$ cat config.mk
export PLATFORM = sky130hd
export DESIGN_NAME = ultrasonic_echo_ranger
export DESIGN_NICKNAME = d
export VERILOG_FILES = /design/src/rtl/uer_pkg.sv /design/src/rtl/uer_core.sv /design/src/rtl/ultrasonic_echo_ranger.sv
export SDC_FILE = /design/constraint.sdc
export NUM_CORES = 1
export LEC_CHECK = 0
export BUFFER_PORTS_ARGS = -buffer_cell sky130_fd_sc_hd__buf_2
export CAP_MARGIN = 5
export CORE_MARGIN = 2
export CORE_UTILIZATION = 60
export CTS_CLUSTER_DIAMETER = 100
export DETAILED_ROUTE_END_ITERATION = 8
export PLACE_DENSITY = 0.79
export SLEW_MARGIN = 20
export SYNTH_ARGS = -nofsm -noshare
export SYNTH_HDL_FRONTEND = slang
export SYNTH_SLANG_ARGS = --single-unit
$ cat constraint.sdc
create_clock -name clk -period 21.4 [get_ports clk]
set_clock_uncertainty 0.05 [all_clocks]
set_input_delay 1.07 -clock clk [delete_from_list [all_inputs] [get_ports clk]]
set_output_delay 1.07 -clock clk [all_outputs]
set_load 0.02 [all_outputs]
$ cat src/rtl/uer_pkg.sv
// ----------------------------------------------------------------------------
// uer_pkg: shared types and constants of the ultrasonic echo ranger
// Phase encoding, field widths, word layout and the tick-to-cm conversion.
// ----------------------------------------------------------------------------
package uer_pkg;

  localparam int CNT_W      = 12;
  localparam int LIM_W      = 8;
  localparam int DIST_W     = 10;
  localparam int CFG_IDX_W  = 1;
  localparam int CFG_DATA_W = 12;
  localparam int IN_DATA_W  = 8;
  localparam int OUT_DATA_W = 16;

  localparam logic [LIM_W-1:0] RISE_WAIT_RST = LIM_W'(50);
  localparam logic [CNT_W-1:0] MAX_ECHO_RST  = CNT_W'(2000);

  localparam logic [CFG_IDX_W-1:0] REG_RISE_WAIT = CFG_IDX_W'(0);
  localparam logic [CFG_IDX_W-1:0] REG_MAX_ECHO  = CFG_IDX_W'(1);

  // floor(t*17/100) == (t * ceil(17*2^20/100)) >> 20 for 12-bit t
  localparam int CM_SHIFT = 20;
  localparam int CM_MUL_W = 18;
  localparam logic [CM_MUL_W-1:0] CM_MUL = CM_MUL_W'(178258);

  typedef enum logic [1:0] {
    PH_IDLE = 2'd0,
    PH_WAIT = 2'd1,
    PH_MEAS = 2'd2
  } phase_t;

  typedef struct packed {
    logic              echo_timeout;
    logic [DIST_W-1:0] distance_cm;
    logic              done_res;
    logic              busy_res;
    logic              trigger;
  } result_t;

  function automatic logic [DIST_W-1:0] ticks_to_cm(input logic [CNT_W-1:0] ticks);
    logic [CNT_W+CM_MUL_W-1:0] prod;
    prod = {{CM_MUL_W{1'b0}}, ticks} * {{CNT_W{1'b0}}, CM_MUL};
    return prod[CM_SHIFT +: DIST_W];
  endfunction

endpackage

$ cat src/rtl/uer_core.sv
// ----------------------------------------------------------------------------
// uer_core: ranging sequencer
// Trigger, echo rise wait, echo width count and distance for one tick word.
// ----------------------------------------------------------------------------
module uer_core (
  input  logic                          clk,
  input  logic                          rst_n,
  input  logic                          take,
  input  logic                          start_req,
  input  logic                          echo_level,
  input  logic [uer_pkg::LIM_W-1:0]     rise_wait_limit,
  input  logic [uer_pkg::CNT_W-1:0]     max_echo_ticks,
  output uer_pkg::result_t              res
);
  import uer_pkg::*;

  phase_t            phase_r, phase_nxt;
  logic [CNT_W-1:0]  cnt_r, cnt_nxt, cnt_inc, dist_src;
  logic [DIST_W-1:0] dist_r, dist_nxt;
  logic              finish, tmo, trig;

  assign cnt_inc = cnt_r + CNT_W'(1);

  always_comb begin
    phase_nxt = phase_r;
    cnt_nxt   = cnt_r;
    dist_nxt  = dist_r;
    dist_src  = cnt_r;
    finish    = 1'b0;
    tmo       = 1'b0;
    trig      = 1'b0;
    case (phase_r)
      PH_WAIT: begin
        if (echo_level) begin
          phase_nxt = PH_MEAS;
          cnt_nxt   = '0;
        end else if (cnt_inc >= {{(CNT_W-LIM_W){1'b0}}, rise_wait_limit}) begin
          phase_nxt = PH_MEAS;
          cnt_nxt   = '0;
        end else begin
          cnt_nxt = cnt_inc;
        end
      end
      PH_MEAS: begin
        if (cnt_r >= max_echo_ticks) begin
          finish = 1'b1;
          tmo    = 1'b1;
        end else if (!echo_level) begin
          finish = 1'b1;
        end else begin
          cnt_nxt  = cnt_inc;
          dist_src = cnt_inc;
          if (cnt_inc >= max_echo_ticks) begin
            finish = 1'b1;
            tmo    = 1'b1;
          end
        end
        if (finish) begin
          dist_nxt  = ticks_to_cm(dist_src);
          phase_nxt = PH_IDLE;
        end
      end
      default: begin
        phase_nxt = PH_IDLE;
        if (start_req) begin
          trig      = 1'b1;
          phase_nxt = PH_WAIT;
          cnt_nxt   = '0;
        end
      end
    endcase
  end

  always_ff @(posedge clk) begin
    if (!rst_n) begin
      phase_r <= PH_IDLE;
      cnt_r   <= '0;
      dist_r  <= '0;
    end else if (take) begin
      phase_r <= phase_nxt;
      cnt_r   <= cnt_nxt;
      dist_r  <= dist_nxt;
    end
  end

  assign res.trigger      = trig;
  assign res.busy_res     = (phase_nxt == PH_WAIT) || (phase_nxt == PH_MEAS);
  assign res.done_res     = finish;
  assign res.distance_cm  = dist_nxt;
  assign res.echo_timeout = tmo;

endmodule

$ cat src/rtl/ultrasonic_echo_ranger.sv
// ----------------------------------------------------------------------------
// ultrasonic_echo_ranger: HC-SR04 style echo ranging, one word per tick
// Stream in/out wrapper with config registers and a registered result word.
// ----------------------------------------------------------------------------
// Each accepted input word's result word is registered and is valid in the cycle after it is accepted.
// Throughput: 1 word per cycle while out_tready is high; the result register accepts a new word while
// its current word is taken in the same cycle.
// Reset (rst_n low, synchronous): phase idle, counters and distance zero,
// limits back to 50 and 2000, no result word pending.
module ultrasonic_echo_ranger (
  input  logic                              clk,
  input  logic                              rst_n,
  input  logic                              in_tvalid,
  output logic                              in_tready,
  input  logic [uer_pkg::IN_DATA_W-1:0]     in_tdata,   // [0] start_req, [1] echo_level
  output logic                              out_tvalid,
  input  logic                              out_tready,
  output logic [uer_pkg::OUT_DATA_W-1:0]    out_tdata,  // [0] trigger, [1] busy_res,
                                                        // [2] done_res, [12:3] distance_cm,
                                                        // [13] echo_timeout
  input  logic                              cfg_valid,
  output logic                              cfg_ready,
  input  logic [uer_pkg::CFG_IDX_W-1:0]     cfg_index,
  input  logic [uer_pkg::CFG_DATA_W-1:0]    cfg_data
);
  import uer_pkg::*;

  logic [LIM_W-1:0]      rise_lim_r;
  logic [CNT_W-1:0]      max_echo_r;
  logic                  out_valid_r;
  logic [OUT_DATA_W-1:0] out_data_r;
  logic                  take;
  result_t               res;

  assign cfg_ready = 1'b1;
  assign in_tready = !out_valid_r || out_tready;
  assign take      = in_tvalid && in_tready;

  always_ff @(posedge clk) begin
    if (!rst_n) begin
      rise_lim_r <= RISE_WAIT_RST;
      max_echo_r <= MAX_ECHO_RST;
    end else if (cfg_valid) begin
      case (cfg_index)
        REG_RISE_WAIT: rise_lim_r <= cfg_data[LIM_W-1:0];
        REG_MAX_ECHO:  max_echo_r <= cfg_data[CNT_W-1:0];
        default: ;
      endcase
    end
  end

  uer_core u_core (
    .clk             (clk),
    .rst_n           (rst_n),
    .take            (take),
    .start_req       (in_tdata[0]),
    .echo_level      (in_tdata[1]),
    .rise_wait_limit (rise_lim_r),
    .max_echo_ticks  (max_echo_r),
    .res             (res)
  );

  always_ff @(posedge clk) begin
    if (!rst_n) begin
      out_valid_r <= 1'b0;
    end else if (take) begin
      out_valid_r <= 1'b1;
    end else if (out_tready) begin
      out_valid_r <= 1'b0;
    end
  end

  always_ff @(posedge clk) begin
    if (take) begin
      out_data_r <= {{(OUT_DATA_W-$bits(result_t)){1'b0}}, res};
    end
  end

  assign out_tvalid = out_valid_r;
  assign out_tdata  = out_data_r;

endmodule

Yosys cells after proc, flatten, opt, wreduce, memory -nomap -nowiden. Index checks and enable logic that the tools add are counted.

Order comparisons: 3. Multipliers: 1. Equality and inequality tests: 4. Bitwise logic cells: 1. Reduce and logical (&&, ||, !) cells: 10. Mux-type cells: 23. $add $sub $neg: 1.

Operator list (count): $mux 12 (6); $mul 12x17->29 const B (1); $ge 12x12->1 (2); $pmux 12 s2 (1); $mux 10 (2); $add 12x1->12 const B (1); $ge 12x8->1 (1); $mux 1 (10); $mux 2 (3); $reduce_and 2->1 (3); $eq 2x1->1 const B (2); $eq 2x2->1 const B (2); $pmux 2 s2 (1); $reduce_bool 3->1 (1); $logic_or 1x1->1 (2); $reduce_bool 2->1 (1); $reduce_or 2->1 (1); $logic_and 1x1->1 (1); $logic_not 1->1 (1); $not 1->1 (1).

Logic and storage cells: 52. Register bits after elaboration: 59.

Logic depth before layout (Yosys ltp).
Depth after elaboration: 10. Depth in mapped cells: 30. Gate-level depth less buffers: 29.

By module. Synthesis repeated with hierarchy kept, for this count alone.

Cell total of the unflattened synthesis: 776. Area total of the unflattened synthesis: 6935.4 um^2.

Modules (own cells, without submodules): uer_core (area each 5655.4 um^2, cells an instance 666, sequential area each 480.5 um^2, instances 1); ultrasonic_echo_ranger (area each 1280.0 um^2, cells an instance 110, sequential area each 840.8 um^2, instances 1).

Worst setup path before layout. OpenSTA, ideal clock, no wires.

Path type: register to register. From: register u_core.cnt_r[0]. To: register out_data_r[12] (netlist: out_tdata[12]) (data pin). Clock period less this slack: 7185 ps. Path buffers: 1. Path slack: 14215 ps. Cell stages (with the launch flop): 31. Data arrival time: 6867 ps. Cell sequence: dfxtp_1 > inv_1 > ha_1 > nand2b_1 > a2111oi_1 > or3_1 > nand4_1 > clkbuf_1 > nor2_1 > xor2_1 > inv_1 > fa_1 > inv_1 > ha_1 > inv_1 > fa_1 > inv_1 > fa_1 > inv_1 > fa_1 > inv_1 > ha_1 > nand4_1 > nor2_1 > and3_1 > and3_1 > a211oi_2 > o31a_2 > o21bai_1 > xor2_1 > o21ai_1.

RTL lines: from (decl) (line uer_core.sv:18) `logic [CNT_W-1:0] cnt_r, cnt_nxt, cnt_inc, dist_src;`; from (signal assigned) (line uer_core.sv:81) `cnt_r <= cnt_nxt;`; to (signal assigned) (line ultrasonic_echo_ranger.sv:75) `out_data_r <= {{(OUT_DATA_W-$bits(result_t)){1'b0}}, res};`; to (decl) (line ultrasonic_echo_ranger.sv:31) `logic [OUT_DATA_W-1:0] out_data_r;`.

==> results.toml <==
[run_status]
status = "finished, final reports clean"

[global_routing]
grt_pass1_wl_um = 23700
grt_antenna_before_repair = 0
grt_pass1_vias = 5187
grt_max_degree = 30
gr-usage-all-layers_pct = 26.1
grt-ovfl-total = 0

[synthesis]
seq_area_frac_synth_pct = 20.7
synth_area_um2 = 6390
synthCells = 719
synth_warnings = 0
synth_top_cell_area_share_pct = 24.3
async_flop_share_pct = 0
synth-seq-cells = 59
synth_edf_count = 14
yosys-top-cells-area = "ha_1, fa_1, dfxtp_1"
avgSynthCellArea_um2 = 8.88
synth.distinct_cells = 58
synth_top_area_cell = "ha_1"
synth-main-ff-cell = "dfxtp_1"

[clock_network]
max-clock-path-buffers = 2
cts_resized = 0
clkLatencyLatePin_ns = 0.35
cts.sinks = 59
htree_levels = 3
hold_buffers = 0
clk_pin_slew_ns = 0.07
cts_root_buffer = "clkbuf_8"
cts_buffers = 9
cts_tree = "built"
cts_setup_buffers = 0

[timing]
rsz0062_at_grt = "false"
worst_pin_slew_ns = 1.05
drv_slew = 0
period_share_pct = 39.3
final.setup.tns_ns = 0
worst_hold_slack_ns = 0.410
fmax_ghz = 0.119
setup_viol = 0
relSlewSlack_pct = 29.6
period_needed_ns = 8.42
hold_viol = 0

[route]
via_per_inst = 5.66
drt_iter0_drc = 285
wl_met2_um = 6670
vias = 5032
wl_per_cell_um = 15.6
route.met3.wl_um = 660
wl_um = 13900
wl_met1_um = 6080
ant_nets = 0
drt_pre_antenna_iters = 6
drc_errors = 0
dr.max_layer_used = "met4"

[place]
place_hpwl_um = 11400
place_area_um2 = 6660
place_congestion = 0.939
numPortBuffers = 35
dpl.cell_count = 873

[hold_path]
min_path_cells = 2
hp-class = "register to register"

[power]
powerDensity_nw_per_um2 = 36.1
peakVddDrop_v = 0.0000372
p_leak_nw = 3.61

[cells_and_area]
drive_gt1_share_pct = 7.70
syn_to_final_growth_pct = 7.38
nNetsFinal = 944
final_cell_area_um2 = 6860
final_cells = 889
num_antenna_cells = 0

[worst_setup_path]
required_ns = 21.45
cpMostUsedCell = "inv_1"
cp-start-kind = "register"
path_class = "register to register"
critPathMaxStageDelay_ns = 0.67
endpoint_kind = "register"
r2r_cells = 29
worst-path-max-fanout = 11
cp_slowest_cell = "xor2_1"
critPathArrivalTime_ns = 8.46

[floorplanning]
start_util_pct = 61.9
die_area_um2 = 11500
ioPinCount = 45
die_w_um = 107
rows = 37
core_area_um2 = 10300
die_h_um = 107

[flow_run]
maxCapViolCount = 0
## worst max-delay path: cells and delay by family (launching register included)
kind | cells | cell delay, ns
compound gates | 5 | 1.37
xor+xnor | 2 | 0.90
fa+ha+maj | 7 | 2.70
buf+inv | 7 | 0.66
flops | 1 | 0.55
simple gates | 8 | 1.92
## placed cells by master (no fill, tap or decap), types with 3 or more instances in the layout
cell / count
nand4_1: 10
a211o_1: 3
o31ai_1: 5
conb_1: 3
and3_1: 9
buf_2: 35
nand2b_1: 9
nor3_1: 3
fa_1: 46
and4_1: 4
dfxtp_1: 45
o21bai_1: 6
nor2b_1: 3
xor2_1: 11
o211ai_1: 14
edfxtp_1: 14
inv_1: 133
nand2_1: 80
and2_1: 3
a22oi_1: 4
clkbuf_8: 10
ha_1: 124
xnor2_1: 20
o21a_1: 4
buf_4: 3
a21oi_1: 35
o21ai_0: 18
o22ai_1: 4
a211oi_1: 5
a21o_1: 6
nand3_1: 9
mux2i_1: 7
nor2_1: 32
## final cells by class
type	count	area, um^2
Multi-Input combinational cell	507	4480
Fill cell	817	3460
Sequential cell	59	1320
Inverter	133	499
Timing Repair Buffer	38	198
Tap cell	136	170
Clock buffer	12	145
Clock inverter	4	50.0
## registers in the layout, summed over array words and instances, names as in the netlist
| register | count |
|---|---|
| out_tdata | 14 |
| max_echo_r | 12 |
| u_core.cnt_r | 12 |
| u_core.dist_r | 10 |
| rise_lim_r | 8 |
| u_core.phase_r | 2 |
| out_tvalid | 1 |
## metal layers
layer | vias up | track usage (%)
met3 | 44 | 3.95
met4 | 0 | 11.4
li1 | 2471 | -
met1 | 2389 | 33.0
met5 | - | 0
met2 | 128 | 44.1
## cells in the mapped netlist, drive strengths merged, types with 2 or more instances
master,n
a2111oi,4
a211o,3
a211oi,7
a21boi,2
a21o,6
a21oi,35
a22oi,4
a31oi,2
and2,3
and3,9
and4,4
buf,9
clkbuf,12
conb,2
dfxtp,45
edfxtp,14
fa,46
ha,124
inv,133
mux2i,7
nand2,80
nand2b,9
nand3,9
nand4,10
nor2,32
nor2b,3
nor3,3
o2111ai,2
o211ai,14
o21a,4
o21ai,20
o21bai,6
o22ai,4
o31ai,5
or3,2
xnor2,20
xor2,11
## report_power, final
group	switching, mW	internal [mW]
combinational	0.0174	0.00886
sequential	0.00124	0.118
clock	0.0454	0.0568
total	0.0640	0.183
## cells by family (layout without fill, tap and decap cells)
group / count (synthesis) / in the layout / share of synthesized area, %
other cells: 2 / 3 / 0.118
xor+xnor: 31 / 31 / 4.25
compound gates: 129 / 129 / 13.9
buf+inv: 154 / 187 / 9.30
simple gates: 167 / 167 / 11.9
mux: 7 / 7 / 1.10
flops: 59 / 59 / 20.7
fa+ha+maj: 170 / 170 / 38.7
## path summary, 6_finish.rpt
path,slack (ns),endpoint,start
worst min register to register,0.41,rise_lim_r[7]$_SDFFE_PN0P_,rise_lim_r[7]$_SDFFE_PN0P_
worst max-delay path,12.98,out_tdata[12]$_DFFE_PP_,u_core.cnt_r[0]$_SDFFE_PN0P_
worst min-delay path,0.41,rise_lim_r[7]$_SDFFE_PN0P_,rise_lim_r[7]$_SDFFE_PN0P_
worst max register to register,12.98,out_tdata[12]$_DFFE_PP_,u_core.cnt_r[0]$_SDFFE_PN0P_
## stage by stage
step / util, % / setup WS (ns) / power (mW)
finish: 66.4 / 12.98 / 0.247
global route: 66.4 / 12.33 / 0.257
CTS: 66.4 / 12.99 / 0.249
detailed placement: 64.5 / 13.05 / 0.147
global placement: 64.5 / 13.22 / 0.146
floorplan: - / 14.21 / 0.139
(Power assumes the default switching activity.)
